[src/design/sdgf_pkg.sv]
// Shared types and constants for the signed decimal glyph formatter.
package sdgf_pkg;

  localparam int unsigned VALUE_W    = 32;
  localparam int unsigned GLYPH_W    = 4;
  localparam int unsigned MAX_SLOTS  = 8;
  localparam int unsigned BCD_DIGITS = 10;
  localparam int unsigned CONV_STEPS = VALUE_W;
  localparam int unsigned CNT_W      = $clog2(CONV_STEPS);
  localparam int unsigned SLOTS_W    = 4;
  localparam int unsigned NDIG_W     = 4;

  typedef logic [GLYPH_W-1:0] glyph_t;

  localparam glyph_t GLYPH_MINUS = glyph_t'(10);
  localparam glyph_t GLYPH_BLANK = glyph_t'(11);

  // APB register index
  localparam int unsigned REG_DIGIT_SLOTS = 0;

  typedef enum logic [1:0] {
    ST_IDLE,
    ST_CONV,
    ST_NORM,
    ST_EMIT
  } state_e;

  typedef struct packed {
    logic load;
    logic step;
    logic norm;
    logic emit;
  } cmd_t;

  typedef struct packed {
    logic norm_more;
  } status_t;

endpackage

[src/design/sdgf_ctrl.sv]
// Sequencer for load, binary-to-BCD steps, digit alignment and result hand-off.
module sdgf_ctrl (
  input  logic           clk_i,
  input  logic           rst_ni,
  input  logic           in_valid_i,
  output logic           in_ready_o,
  output logic           out_valid_o,
  input  logic           out_ready_i,
  input  sdgf_pkg::status_t status_i,
  output sdgf_pkg::cmd_t    cmd_o
);
  import sdgf_pkg::*;

  state_e           state_q, state_d;
  logic [CNT_W-1:0] cnt_q, cnt_d;
  logic             out_valid_q, out_valid_d;
  logic             out_free;

  assign out_free = !out_valid_q || out_ready_i;

  always_comb begin
    state_d = state_q;
    case (state_q)
      ST_IDLE: if (in_valid_i) state_d = ST_CONV;
      ST_CONV: if (cnt_q == CNT_W'(CONV_STEPS - 1)) state_d = ST_NORM;
      ST_NORM: if (!status_i.norm_more) state_d = ST_EMIT;
      ST_EMIT: if (out_free) state_d = ST_IDLE;
      default: state_d = ST_IDLE;
    endcase
  end

  always_comb begin
    cmd_o      = '0;
    in_ready_o = 1'b0;
    cnt_d      = cnt_q;
    case (state_q)
      ST_IDLE: begin
        in_ready_o = 1'b1;
        cmd_o.load = in_valid_i;
        cnt_d      = '0;
      end
      ST_CONV: begin
        cmd_o.step = 1'b1;
        cnt_d      = cnt_q + CNT_W'(1);
      end
      ST_NORM: cmd_o.norm = status_i.norm_more;
      ST_EMIT: cmd_o.emit = out_free;
      default: ;
    endcase
  end

  always_comb begin
    out_valid_d = out_valid_q;
    if (out_valid_q && out_ready_i) out_valid_d = 1'b0;
    if (cmd_o.emit) out_valid_d = 1'b1;
  end

  always_ff @(posedge clk_i or negedge rst_ni) begin
    if (!rst_ni) begin
      state_q     <= ST_IDLE;
      cnt_q       <= '0;
      out_valid_q <= 1'b0;
    end else begin
      state_q     <= state_d;
      cnt_q       <= cnt_d;
      out_valid_q <= out_valid_d;
    end
  end

  assign out_valid_o = out_valid_q;

endmodule

[src/design/sdgf_dpath.sv]
// Magnitude, shift-add-3 BCD converter, leading-zero alignment and glyph row register.
module sdgf_dpath (
  input  logic                                   clk_i,
  input  sdgf_pkg::cmd_t                         cmd_i,
  output sdgf_pkg::status_t                      status_o,
  input  logic signed [sdgf_pkg::VALUE_W-1:0]    value_i,
  input  logic [sdgf_pkg::SLOTS_W-1:0]           used_i,
  output sdgf_pkg::glyph_t [sdgf_pkg::MAX_SLOTS-1:0] glyphs_o
);
  import sdgf_pkg::*;

  logic [VALUE_W-1:0]                 mag_q, mag_d;
  logic [BCD_DIGITS-1:0][3:0]         bcd_q, bcd_d, bcd_adj;
  logic                               neg_q, neg_d;
  logic [NDIG_W-1:0]                  ndig_q, ndig_d;
  glyph_t [MAX_SLOTS-1:0]             glyph_q, glyph_d;

  always_comb begin
    for (int i = 0; i < BCD_DIGITS; i++) begin
      bcd_adj[i] = (bcd_q[i] >= 4'd5) ? bcd_q[i] + 4'd3 : bcd_q[i];
    end
  end

  // most significant digit sits in bcd_q[BCD_DIGITS-1]
  assign status_o.norm_more = (bcd_q[BCD_DIGITS-1] == 4'd0) && (ndig_q > NDIG_W'(1));

  always_comb begin
    mag_d  = mag_q;
    bcd_d  = bcd_q;
    neg_d  = neg_q;
    ndig_d = ndig_q;
    if (cmd_i.load) begin
      neg_d  = value_i[VALUE_W-1];
      mag_d  = value_i[VALUE_W-1] ? (VALUE_W'(0) - VALUE_W'(value_i)) : VALUE_W'(value_i);
      bcd_d  = '0;
      ndig_d = NDIG_W'(BCD_DIGITS);
    end else if (cmd_i.step) begin
      {bcd_d, mag_d} = {bcd_adj, mag_q} << 1;
    end else if (cmd_i.norm) begin
      bcd_d  = {bcd_q[BCD_DIGITS-2:0], 4'd0};
      ndig_d = ndig_q - NDIG_W'(1);
    end
  end

  always_comb begin
    logic [SLOTS_W-1:0] used;
    logic [NDIG_W-1:0]  k;
    logic [NDIG_W-1:0]  idx;
    used = (used_i > SLOTS_W'(MAX_SLOTS)) ? SLOTS_W'(MAX_SLOTS) : used_i;
    for (int p = 0; p < MAX_SLOTS; p++) begin
      k   = neg_q ? NDIG_W'(p - 1) : NDIG_W'(p);
      idx = NDIG_W'(BCD_DIGITS - 1) - k;
      if (SLOTS_W'(p) >= used) begin
        glyph_d[p] = GLYPH_BLANK;
      end else if (neg_q && (p == 0)) begin
        glyph_d[p] = GLYPH_MINUS;
      end else if (k < ndig_q) begin
        glyph_d[p] = bcd_q[idx];
      end else begin
        glyph_d[p] = GLYPH_BLANK;
      end
    end
  end

  always_ff @(posedge clk_i) begin
    mag_q  <= mag_d;
    bcd_q  <= bcd_d;
    neg_q  <= neg_d;
    ndig_q <= ndig_d;
    if (cmd_i.emit) glyph_q <= glyph_d;
  end

  assign glyphs_o = glyph_q;

endmodule

[src/design/signed_decimal_glyph_formatter_unit.sv]
// Top level: APB slot-count register, sequencer and conversion datapath.
// An item runs these steps from acceptance to result: the value is loaded
// at the accepting edge, then come 32 shift-add-3 steps of the binary-to-BCD
// converter, then alignment steps that shift out leading zero digits until
// the leading digit is found (at most nine shifts), and last a write of the
// glyph row register. The next item is accepted in the cycle after the row
// is written. A new item is accepted while the previous row still waits in
// the output register; a waiting row only holds off the write of the next
// one. digit_slots lies at byte address 0, reset 8; values above 8 act as 8
// and 0 blanks every slot.
module signed_decimal_glyph_formatter_unit (
  input  logic                                 clk_i,
  input  logic                                 rst_ni,
  input  logic                                 psel,
  input  logic                                 penable,
  input  logic                                 pwrite,
  input  logic [2:0]                           paddr,
  input  logic [31:0]                          pwdata,
  output logic [31:0]                          prdata,
  output logic                                 pready,
  input  logic                                 in_valid_i,
  output logic                                 in_ready_o,
  input  logic signed [sdgf_pkg::VALUE_W-1:0]  value_i,
  output logic                                 out_valid_o,
  input  logic                                 out_ready_i,
  output logic [sdgf_pkg::GLYPH_W-1:0]         glyph_0_o,
  output logic [sdgf_pkg::GLYPH_W-1:0]         glyph_1_o,
  output logic [sdgf_pkg::GLYPH_W-1:0]         glyph_2_o,
  output logic [sdgf_pkg::GLYPH_W-1:0]         glyph_3_o,
  output logic [sdgf_pkg::GLYPH_W-1:0]         glyph_4_o,
  output logic [sdgf_pkg::GLYPH_W-1:0]         glyph_5_o,
  output logic [sdgf_pkg::GLYPH_W-1:0]         glyph_6_o,
  output logic [sdgf_pkg::GLYPH_W-1:0]         glyph_7_o
);
  import sdgf_pkg::*;

  logic [SLOTS_W-1:0]     slots_q, slots_d;
  logic                   reg_sel;
  cmd_t                   cmd;
  status_t                status;
  glyph_t [MAX_SLOTS-1:0] glyphs;

  assign pready  = 1'b1;
  // word index is paddr[2]
  assign reg_sel = (32'(paddr[2]) == REG_DIGIT_SLOTS);
  assign prdata  = reg_sel ? 32'(slots_q) : 32'd0;

  always_comb begin
    slots_d = slots_q;
    if (psel && penable && pwrite && pready && reg_sel) slots_d = pwdata[SLOTS_W-1:0];
  end

  always_ff @(posedge clk_i or negedge rst_ni) begin
    if (!rst_ni) slots_q <= SLOTS_W'(MAX_SLOTS);
    else         slots_q <= slots_d;
  end

  sdgf_ctrl u_ctrl (
    .clk_i       (clk_i),
    .rst_ni      (rst_ni),
    .in_valid_i  (in_valid_i),
    .in_ready_o  (in_ready_o),
    .out_valid_o (out_valid_o),
    .out_ready_i (out_ready_i),
    .status_i    (status),
    .cmd_o       (cmd)
  );

  sdgf_dpath u_dpath (
    .clk_i    (clk_i),
    .cmd_i    (cmd),
    .status_o (status),
    .value_i  (value_i),
    .used_i   (slots_q),
    .glyphs_o (glyphs)
  );

  assign glyph_0_o = glyphs[0];
  assign glyph_1_o = glyphs[1];
  assign glyph_2_o = glyphs[2];
  assign glyph_3_o = glyphs[3];
  assign glyph_4_o = glyphs[4];
  assign glyph_5_o = glyphs[5];
  assign glyph_6_o = glyphs[6];
  assign glyph_7_o = glyphs[7];

endmodule

[config.mk]
export PLATFORM = sky130hd
export DESIGN_NAME = signed_decimal_glyph_formatter_unit
export DESIGN_NICKNAME = d
export VERILOG_FILES = /design/src/design/sdgf_pkg.sv /design/src/design/sdgf_ctrl.sv /design/src/design/sdgf_dpath.sv /design/src/design/signed_decimal_glyph_formatter_unit.sv
export SDC_FILE = /design/constraint.sdc
export NUM_CORES = 1
export LEC_CHECK = 0
export ABC_AREA = 1
export BUFFER_PORTS_ARGS = -buffer_cell sky130_fd_sc_hd__buf_2
export CAP_MARGIN = 20
export CORE_UTILIZATION = 45
export DETAILED_ROUTE_END_ITERATION = 10
export HOLD_SLACK_MARGIN = 0.03
export PLACE_DENSITY_LB_ADDON = 0.25
export REMOVE_ABC_BUFFERS = 1
export SLEW_MARGIN = 20
export SYNTH_ARGS = -nofsm -noshare
export SYNTH_HDL_FRONTEND = slang
export SYNTH_SLANG_ARGS = --single-unit
[constraint.sdc]
create_clock -name clk_i -period 3.2 [get_ports clk_i]
set_input_delay 0.8 -clock clk_i [delete_from_list [all_inputs] [get_ports clk_i]]
set_output_delay 0.8 -clock clk_i [all_outputs]
set_load 0.05 [all_outputs]
==> results of run 1 <==
[worst max path at each step]
stage	from	end	slack [ps]	depth (start not counted)
3_5_place_dp	value_i[0]	u_dpath.mag_q[24]	770	10
6_report	u_ctrl.state_q[1]	in_ready_o	930	3
5_1_grt	u_dpath.bcd_q[36]	u_dpath.bcd_q[6]	830	12
3_3_place_gp	value_i[0]	u_dpath.mag_q[22]	790	11
4_1_cts	u_ctrl.state_q[0]	in_ready_o	910	3
2_1_floorplan	u_ctrl.state_q[0]	u_dpath.mag_q[30]	-360	7
[synthesized netlist by cell type, drive strengths merged]
cell,instances,share of area
nand3,63,0.042
buf,46,0.042
nor3,4,0.0027
o21bai,2,0.0020
clkbuf,16,0.0080
nand4,12,0.010
nand3b,2,0.0020
ha,35,0.058
a21oi,59,0.039
o31ai,1,0.0010
xor2,15,0.017
a31oi,11,0.0092
dfstp,1,0.0035
dfxtp,44,0.12
nor2,74,0.041
and3,1,0.00083
or2,9,0.0075
nand2,227,0.11
o211ai,39,0.043
a22o,2,0.0023
inv,117,0.058
o22ai,2,0.0017
dfrtp,11,0.037
o21ai,101,0.068
xnor2,6,0.0070
edfxtp,65,0.26
conb,2,0.0010
a21boi,1,0.0010
and2,3,0.0025
[where the power goes]
group / internal (mW) / switching [mW] / total (mW)
clock: 1.26 / 0.695 / 1.96
sequential: 2.43 / 0.349 / 2.78
combinational: 0.865 / 2.32 / 3.18
[cell usage in the layout, fill, tap and decap left out, types with 29 or more instances in the layout]
master    instances
nand2_1         225
inv_1           114
o21ai_0          99
buf_2            81
nor2_1           68
edfxtp_1         65
nand3_1          63
a21oi_1          58
dfxtp_1          44
ha_1             35
o211ai_1         33
conb_1           29
[kinds of logic after synthesis]
logic type / after synthesis / synth area share
XOR/XNOR: 21 / 0.02449
flip-flops: 121 / 0.4174
adder cells (fa/ha/maj): 35 / 0.05831
buffers and inverters: 179 / 0.1086
other: 2 / 0.001000
AND/OR/NAND/NOR: 395 / 0.2229
AO/OA/AOI/OAI: 218 / 0.1673
[flip-flops by register name, summed over array words and instances (netlist names)]
| signal | count |
|---|---|
| slots_q | 4 |
| u_ctrl.cnt_q | 5 |
| u_ctrl.out_valid_o | 1 |
| u_ctrl.state_q | 2 |
| u_dpath.bcd_q | 40 |
| u_dpath.glyphs_o | 32 |
| u_dpath.mag_q | 32 |
| u_dpath.ndig_q | 4 |
| u_dpath.neg_q | 1 |
[layout make-up]
| class | count | area [um^2] | area share |
|---|---|---|---|
| clock buffer | 20 | 457.9 | 0.05308 |
| clock inverter | 12 | 147.6 | 0.01711 |
| inverter | 117 | 439.2 | 0.05091 |
| multi-input combinational | 698 | 3675 | 0.4260 |
| sequential | 121 | 3134 | 0.3633 |
| tap | 216 | 270.3 | 0.03133 |
| timing repair buffer | 94 | 503.0 | 0.05830 |
[worst reg2reg max path, stage by stage, from the launching register on]
cell     delay [ps]
dfrtp_1         400
inv_1           110
ha_1            250
nand2_2          80
inv_1           580
buf_4           330
buf_4           210
a31oi_1          70
[layer usage]
| metal | track usage | share of wire | vias up |
|---|---|---|---|
| li1 | - | - | 3350 |
| met1 | 0.2572 | 0.46 | 2953 |
| met2 | 0.3481 | 0.47 | 204 |
| met3 | 0.04128 | 0.046 | 26 |
| met4 | 0.08497 | 0.023 | 0 |
| met5 | 0 | 0 | - |
==> run metrics, run 1 <==
outcome finished, final reports clean; largest net degree at the start of global routing 74; Crit path largest cell delay 400 ps; PostCTS Resize Cnt 0; CTS Root Cell clkbuf_16; final hold slack between 200 and 300 ps; LEAKAGE 3.773 nW; vias in the first global route 6114; Ys Warns 0; TritonCTS clock tree done; CP max stage cell dfrtp_1; pins over their slew limit 0; min cycle time layout about 2300 ps; Initial Util 0.4660; Max rail drop VDD approximately 0.00054 V; synth unique cells 39; Iter 0 DRT Violations between 400 and 500; ordered list of cells on the worst path inv_1 > ha_1 > buf_2; CTS sink count 121; nets@finish 1158; Clock Tree Buf Depth 2; first-pass GRT wire length between 20000 and 30000 um; Setup TNS Final 0 ps; Synth Cell Area 7510 um^2; final hold vios 0; DIE AREA roughly 17000 um^2; CP required 2400 ps; Placed Cells incl. Taps about 1200; WL/cell 13.45 um; sequential share of the synthesized area 0.4174; Worst slew margin 0.4662; total power 7.927 mW; ant diodes 0; Fillers between 1500 and 2000; Post-Place Cell Area 8021 um^2; Final Worst Setup Slack 925.6 ps; port buffer count 81; startpoint types flip-flop; post-route cell area 8627 um^2; die span in y 131.2 um; final setup violation count 0; RSZ-0062 raised after global routing no; DRC errors left 0; internal reg-to-reg setup slack 1050 ps; cell row count 46; CTS clock-pin slew for the worst setup and hold paths 60 ps; Final Util 0.5353; Final HPWL DP 12050 um; Buf/Inv on CP 2; skew final between 8 and 9 ps; Final GP Congestion 0.9282; initial antenna violation count 0; Die Wd 131.2 um; WL final roughly 17000 um; Core Region 16120 um^2; Reg2Reg Depth 7; gate count after technology mapping 971; mean post-synth cell area 7.734 um^2; CP delay by family, top flip-flops; Area Overhead vs Synth 14.88%; Yosys reg bits 121; fraction of layout cells with a size suffix above 1 0.1412; htree depth 4; detailed-route via count between 6000 and 7000; CP max FO 5; hold_buf cts 0; RR Startpoint u_ctrl.state_q[1]; Num CTS Buffers 17; grt ovf 0; period utilization 0.7108; Critical Path Sink Type output pin; pre-CTS setup slack a little under 800 ps; Routed Antenna Nets 0; crit path kind reg -> out; WP data arrival around 1500 ps; DRT Pass-1 Iters 5; maxcap violations 0; GR Util All Layers 0.2065; total I/O pin count 141; clock latency on the worst-skew pair approximately 420 ps; Via density 5.112; FF-to-FF End u_dpath.bcd_q[15]; post-route insts no fill 1278; worst slew pin tran 799.8 ps; Tightest Hold Check Type in -> async; power per cell area approximately 900 nW/um^2; post-CTS setup buffer count 0; f_max 439.7 MHz
Note: power is estimated with default switching activity, not from simulation.
==> run 2: changes to the inputs <==
--- a/config.mk
+++ b/config.mk
@@ -5,7 +5,7 @@
 export SDC_FILE = /design/constraint.sdc
 export NUM_CORES = 1
 export LEC_CHECK = 0
-export ABC_AREA = 1
+export ABC_AREA = 0
 export BUFFER_PORTS_ARGS = -buffer_cell sky130_fd_sc_hd__buf_2
 export CAP_MARGIN = 20
 export CORE_UTILIZATION = 45
==> constraint.sdc (replaced) <==
create_clock -name clk_i -period 2.2 [get_ports clk_i]
set_input_delay 0.55 -clock clk_i [delete_from_list [all_inputs] [get_ports clk_i]]
set_output_delay 0.55 -clock clk_i [all_outputs]
set_load 0.05 [all_outputs]
==> run metrics, run 2 <==
detailed-route via count 5908 (-9.6%); TritonCTS clock tree done; RR Startpoint u_dpath.ndig_q[1]; Primary FF master, synth edfxtp_1; Final Util 0.5469 (+0.01160); GR Util All Layers 0.1956 (-0.01093); sequential share of the synthesized area 0.4261 (+0.008732); Combinational Power Share 0.437 (+0.035); initial antenna violation count 0 (unchanged); post-route insts no fill 1121 (-12%); Max rail drop VDD 0.0006851 V (+26%); Synth Cell Area 7356 um^2 (-2.0%); Initial Util 0.4614 (-0.004606); Multi-input gate area 3764 um^2 (+2.4%); nets@finish 1001 (-14%); Final HPWL DP 11330 um (-6.0%); largest area contributor in the netlist edfxtp_1; CTS Root Cell clkbuf_16; most frequent cells in the layout nand2_1 (107), buf_2 (81), edfxtp_1 (65); Clock Tree Buf Depth 2 (unchanged); htree depth 4 (unchanged); Clock power frac 0.206 (-0.041); mean post-synth cell area 9.299 um^2 (+20%); CTS sink count 121 (unchanged); number of synthesized flops with an enable pin 65 (unchanged); final hold slack 368.4 ps (+96.53 ps); share of the synthesized area in the top cell type 0.2654 (+0.005438); RSZ-0062 raised after global routing no; share of power burned in registers 0.357 (+0.006); total I/O pin count 141 (unchanged); largest net degree at the start of global routing 48 (-35%); synth unique cells 64 (+64%); sw power 5.191 mW (+54%); Critical Path Sink Type output pin; pins over their slew limit 0 (unchanged); grt ovf 0 (unchanged); Via density 5.270 (+3.1%); Area Overhead vs Synth 18.54%; Iter 0 DRT Violations 435 (+2.4%); Worst setup startpoint slots_q[3]; final hold vios 0 (unchanged); Placed Cells incl. Taps 1088 (-13%); DRT Pass-1 Iters 4 (-1); power per cell area 1436 nW/um^2 (+56%); Worst slew margin 0.6270 (+0.1607); final setup violation count 0 (unchanged); startpoint types flip-flop; top cells by instance count after synthesis nand2_1 (108), edfxtp_1 (65), o21ai_0 (55), nor2_1 (52), a211oi_1 (51); first-pass GRT wire length 26010 um (-9.4%); DRC errors left 0 (unchanged); outcome finished, final reports clean; CP required 1650 ps (-750 ps); Yosys reg bits 121 (unchanged); vias in the first global route 5263 (-14%); Final GP Congestion 0.8545 (-7.9%); Internal Power 7.326 mW (+61%); dominant cells by area after synthesis edfxtp_1 (27%), dfxtp_1 (12%), ha_1 (6.0%); Fillers 1460 (-7.5%); skew final 8.723 ps (+0.5018 ps); WL/cell 14.03 um (+4.3%); Die Wd 129.9 um (-1.0%); Tightest Hold Check Type in -> reg; total power 12.52 mW (+58%); Core Region 15940 um^2 (-1.1%); most flop-heavy register u_dpath.bcd_q; gate count after technology mapping 791 (-19%); f_max about 480 MHz; DIE AREA 16860 um^2 (-2.0%); Num CTS Buffers 17 (unchanged); ant diodes 0 (unchanged); launch point of the worst hold path pwdata[3]; CTS clock-pin slew for the worst setup and hold paths 50 ps (about the same); commonest non-fill, non-tap cell in the layout nand2_1; Net Sw Frac 0.4147 (-0.009683); port buffer count 81 (unchanged); worst slew pin tran 554.6 ps (-245.2 ps); fraction of layout cells with a size suffix above 1 0.1967 (+0.05544); CP max FO 9 (+4); LEAKAGE 3.566 nW (-5.5%); PostCTS Resize Cnt 0 (unchanged); Routed Antenna Nets 0 (unchanged); WL final 15730 um (-8.5%); period utilization 0.9553; maxcap violations 0 (unchanged); Ys Warns 0 (unchanged); cell row count 46 (unchanged); Post-synth ARST share 0.09917 (unchanged); die span in y 129.9 um (-1.0%); min cycle time layout 2102 ps; clock latency on the worst-skew pair 410 ps (about the same); top-count cell post-synth nand2_1; WP data arrival 1550 ps (+80 ps); crit path kind reg -> out; max reg flops 40 (unchanged); Register Area 3134 um^2 (unchanged)
-- run 2: routing by layer --
| metal | up-vias | global-route usage | part of all wire |
|---|---|---|---|
| met5 | - | 0 | 0 |
| met4 | 0 | 0.06224 | 0.010 |
| met3 | 16 | 0.03567 | 0.041 |
| met2 | 151 | 0.3177 | 0.47 |
| met1 | 2739 | 0.2640 | 0.48 |
| li1 | 3002 | - | - |
-- run 2: worst paths after layout --
| check | end | slack [ps] | cells after the start |
|---|---|---|---|
| hold / removal | slots_q[3] | 370 | 2 |
| setup reg to reg | u_dpath.bcd_q[13] | 200 | 8 |
| hold reg to reg | u_dpath.bcd_q[0] | 520 | 2 |
| min in group asynchronous | slots_q[2] | 550 | 2 |
| setup / recovery | prdata[3] | 100 | 2 |
| max in group asynchronous | slots_q[3] | 1380 | 2 |
-- run 2: worst max-delay path, stage by stage, from the launching register on --
cell and delay (ps):
dfstp_2 640, nor2b_1 210, buf_2 290
-- run 2: final cells by class --
type | instances | area share
Multi-Input combinational cell | 582 | 0.4316
Sequential cell | 121 | 0.3594
Timing Repair Buffer | 132 | 0.09786
Clock buffer | 26 | 0.05984
Tap cell | 216 | 0.03099
Inverter | 38 | 0.01636
Clock inverter | 6 | 0.003874
-- run 2: metrics by stage --
step	worst slack [ps]	area [um^2]	TNS, ps
after global placement	-147.7	8154	-691.6
after floorplan	-1309	7038	-103140
after CTS	90.35	8720	0
after global routing	25.22	8720	0
final	98.41	8720	0
after detailed placement	-187.2	8154	-1020
-- run 2: power groups by stage --
stage,combinational (mW),sequential [mW],clock (mW)
final,5.47,4.47,2.58
after global routing,6.13,4.61,2.73
after global placement,5.40,4.47,0
after detailed placement,5.48,4.49,0
after floorplan,3.54,4.90,0
after CTS,5.51,4.46,2.63
-- run 2: cell families after synthesis --
family	share of synthesized area
simple gates	0.1643
mux	0.02789
other cells	0.001021
flops	0.4261
fa+ha+maj	0.05953
buf+inv	0.07637
xor+xnor	0.05120
compound gates	0.1936
-- run 2: what timing repair did --
item,in CTS,in global routing
setup endpoints to repair,0,0
buffers inserted,0,0
hold buffers,1,0
hold endpoints to repair,11,0
==> run 3: changes to the inputs <==
==> constraint.sdc (replaced) <==
create_clock -name clk_i -period 2.2 [get_ports clk_i]
set_input_delay 0.11 -clock clk_i [delete_from_list [all_inputs] [get_ports clk_i]]
set_output_delay 0.11 -clock clk_i [all_outputs]
set_load 0.05 [all_outputs]
==> run metrics, run 3 (same netlist as run 2, synthesis figures left out) <==
Routed Antenna Nets 0 (unchanged); final hold vios 0 (unchanged); Iter 0 DRT Violations 301 (-31%); nets@finish 974 (-2.7%); TritonCTS clock tree done; detailed-route via count 5770 (-2.3%); pre-CTS setup slack 207.1 ps (+394.2 ps); final hold slack 60.70 ps (-307.7 ps); RSZ-0062 raised after global routing no; Final Worst Setup Slack 233.7 ps (+135.3 ps); Max rail drop VDD 0.0006536 V (-4.6%); CTS sink count 121 (unchanged); internal reg-to-reg setup slack 230 ps (+30 ps); total I/O pin count 141 (unchanged); Tightest Hold Check Type in -> reg; f_max 508.6 MHz (+6.9%); first-pass GRT wire length 26050 um (+0.16%); port buffer count 81 (unchanged); Most Frequent Cell on Critical Path a211oi_1; WP data arrival 2250 ps (+700 ps); Crit path largest cell delay 380 ps (-260 ps); max reg flops 40 (unchanged); clock latency on the worst-skew pair 410 ps (about the same); WL final 15730 um (about the same); GR Util All Layers 0.1968 (+0.001136); post-route insts no fill 1094 (-2.4%); CP delay by family, top compound AO/OA/AOI/OAI gates; pins over their slew limit 0 (unchanged); CTS Root Cell clkbuf_16; CP max stage cell dfxtp_1; Final HPWL DP 10770 um (-4.9%); Via density 5.274 (about the same); Num CTS Buffers 17 (unchanged); vias in the first global route 5275 (+0.23%); crit path kind reg -> reg; final setup violation count 0 (unchanged); initial antenna violation count 0 (unchanged); power per cell area 1473 nW/um^2 (+2.6%); commonest non-fill, non-tap cell in the layout nand2_1; maxcap violations 0 (unchanged); Die Wd 129.9 um (unchanged); Setup TNS Final 0 ps (unchanged); CP max FO 49 (+40); post-CTS setup buffer count 0 (unchanged); DRT Pass-1 Iters 7 (+3); most flop-heavy register u_dpath.bcd_q; Clock Tree Buf Depth 2 (unchanged); Critical Path Sink Type flip-flop; period utilization 0.8938 (-0.06151); htree depth 4 (unchanged); Final Util 0.5348 (-0.01209); grt ovf 0 (unchanged); largest net degree at the start of global routing 50 (+4.2%); fraction of layout cells with a size suffix above 1 0.1663 (-0.03040); WL/cell 14.38 um (+2.5%); startpoint types flip-flop; Final GP Congestion 0.8449 (-1.1%); Core Region 15940 um^2 (unchanged); worst slew pin tran 602.7 ps (+48.16 ps); CP required 2480 ps (+830 ps); CTS clock-pin slew for the worst setup and hold paths 50 ps (about the same); die span in y 129.9 um (unchanged); DIE AREA 16860 um^2 (unchanged); LEAKAGE 3.427 nW (-3.9%); min cycle time layout 1966 ps (-135.3 ps); DRC errors left 0 (unchanged); ordered list of cells on the worst path inv_1 > ha_1 > nor2_2 > o2111a_1 > buf_12 > nor2_1 > a211oi_1 > a211oi_1; Placed Cells incl. Taps 1056 (-2.9%); cell row count 46 (unchanged); skew final 6.300 ps (-2.424 ps); Initial Util 0.4614 (unchanged); outcome finished, final reports clean; Buf/Inv on CP 2 (+1); Area Overhead vs Synth 15.92%; ant diodes 0 (unchanged); Fillers 1464 (+0.27%); most frequent cells in the layout nand2_1 (107), buf_2 (81), edfxtp_1 (65); Worst slew margin 0.5946 (-0.03240)
run 3: final timing paths:
path | end | cells after the start | startpoint
worst max-delay path | u_dpath.bcd_q[8] | 8 | u_dpath.ndig_q[1]
worst min-delay path | u_dpath.mag_q[0] | 3 | value_i[0]
worst max register to register | u_dpath.bcd_q[8] | 8 | u_dpath.ndig_q[1]
worst min register to register | u_ctrl.cnt_q[0] | 1 | u_ctrl.cnt_q[0]
max in group asynchronous | slots_q[3] | 2 | rst_ni
min in group asynchronous | u_ctrl.out_valid_o | 2 | rst_ni
run 3: power by group:
part | internal, mW | leakage, nW | total, mW | switching (mW)
sequential | 3.67 | 1.13 | 4.47 | 0.797
combinational | 1.99 | 2.02 | 5.44 | 3.45
clock | 1.70 | 0.277 | 2.65 | 0.955
run 3: routing by layer:
| metal | vias to the layer above | track usage | part of all wire |
|---|---|---|---|
| met4 | 0 | 0.07182 | 0.016 |
| met5 | - | 0 | 0 |
| met3 | 20 | 0.04182 | 0.031 |
| li1 | 2940 | - | - |
| met2 | 128 | 0.3136 | 0.47 |
| met1 | 2682 | 0.2632 | 0.49 |
run 3: cell type report:
| cell class | instances | area [um^2] | share of cell area |
|---|---|---|---|
| clock buffers | 21 | 460.4 | 0.05400 |
| inverters | 38 | 142.6 | 0.01673 |
| multi-input cells | 582 | 3766 | 0.4417 |
| well taps | 216 | 270.3 | 0.03169 |
| flip-flops and latches | 121 | 3134 | 0.3676 |
| repair buffers | 105 | 650.6 | 0.07630 |
| clock inverters | 11 | 102.6 | 0.01203 |
run 3: timing repair:
item | 4_1_cts | 5_1_grt
endpoints found under the hold margin | 17 | 0
setup endpoints to repair | 0 | 4
resized for setup | 0 | 1
hold buffers | 6 | 0
run 3: metrics by stage:
stage                     total power, mW  cell area [um^2]
after floorplan                     8.448              7038
after global placement              9.831              7901
after detailed placement            9.934              7901
after CTS                           12.64              8524
after global routing                13.55              8527
final                               12.56              8527
run 3: worst register-to-register path, stage by stage (launching register included):
cell	delay [ps]
dfxtp_1	380
inv_1	130
ha_1	230
nor2_2	180
o2111a_1	270
buf_12	250
nor2_1	90
a211oi_1	230
a211oi_1	90
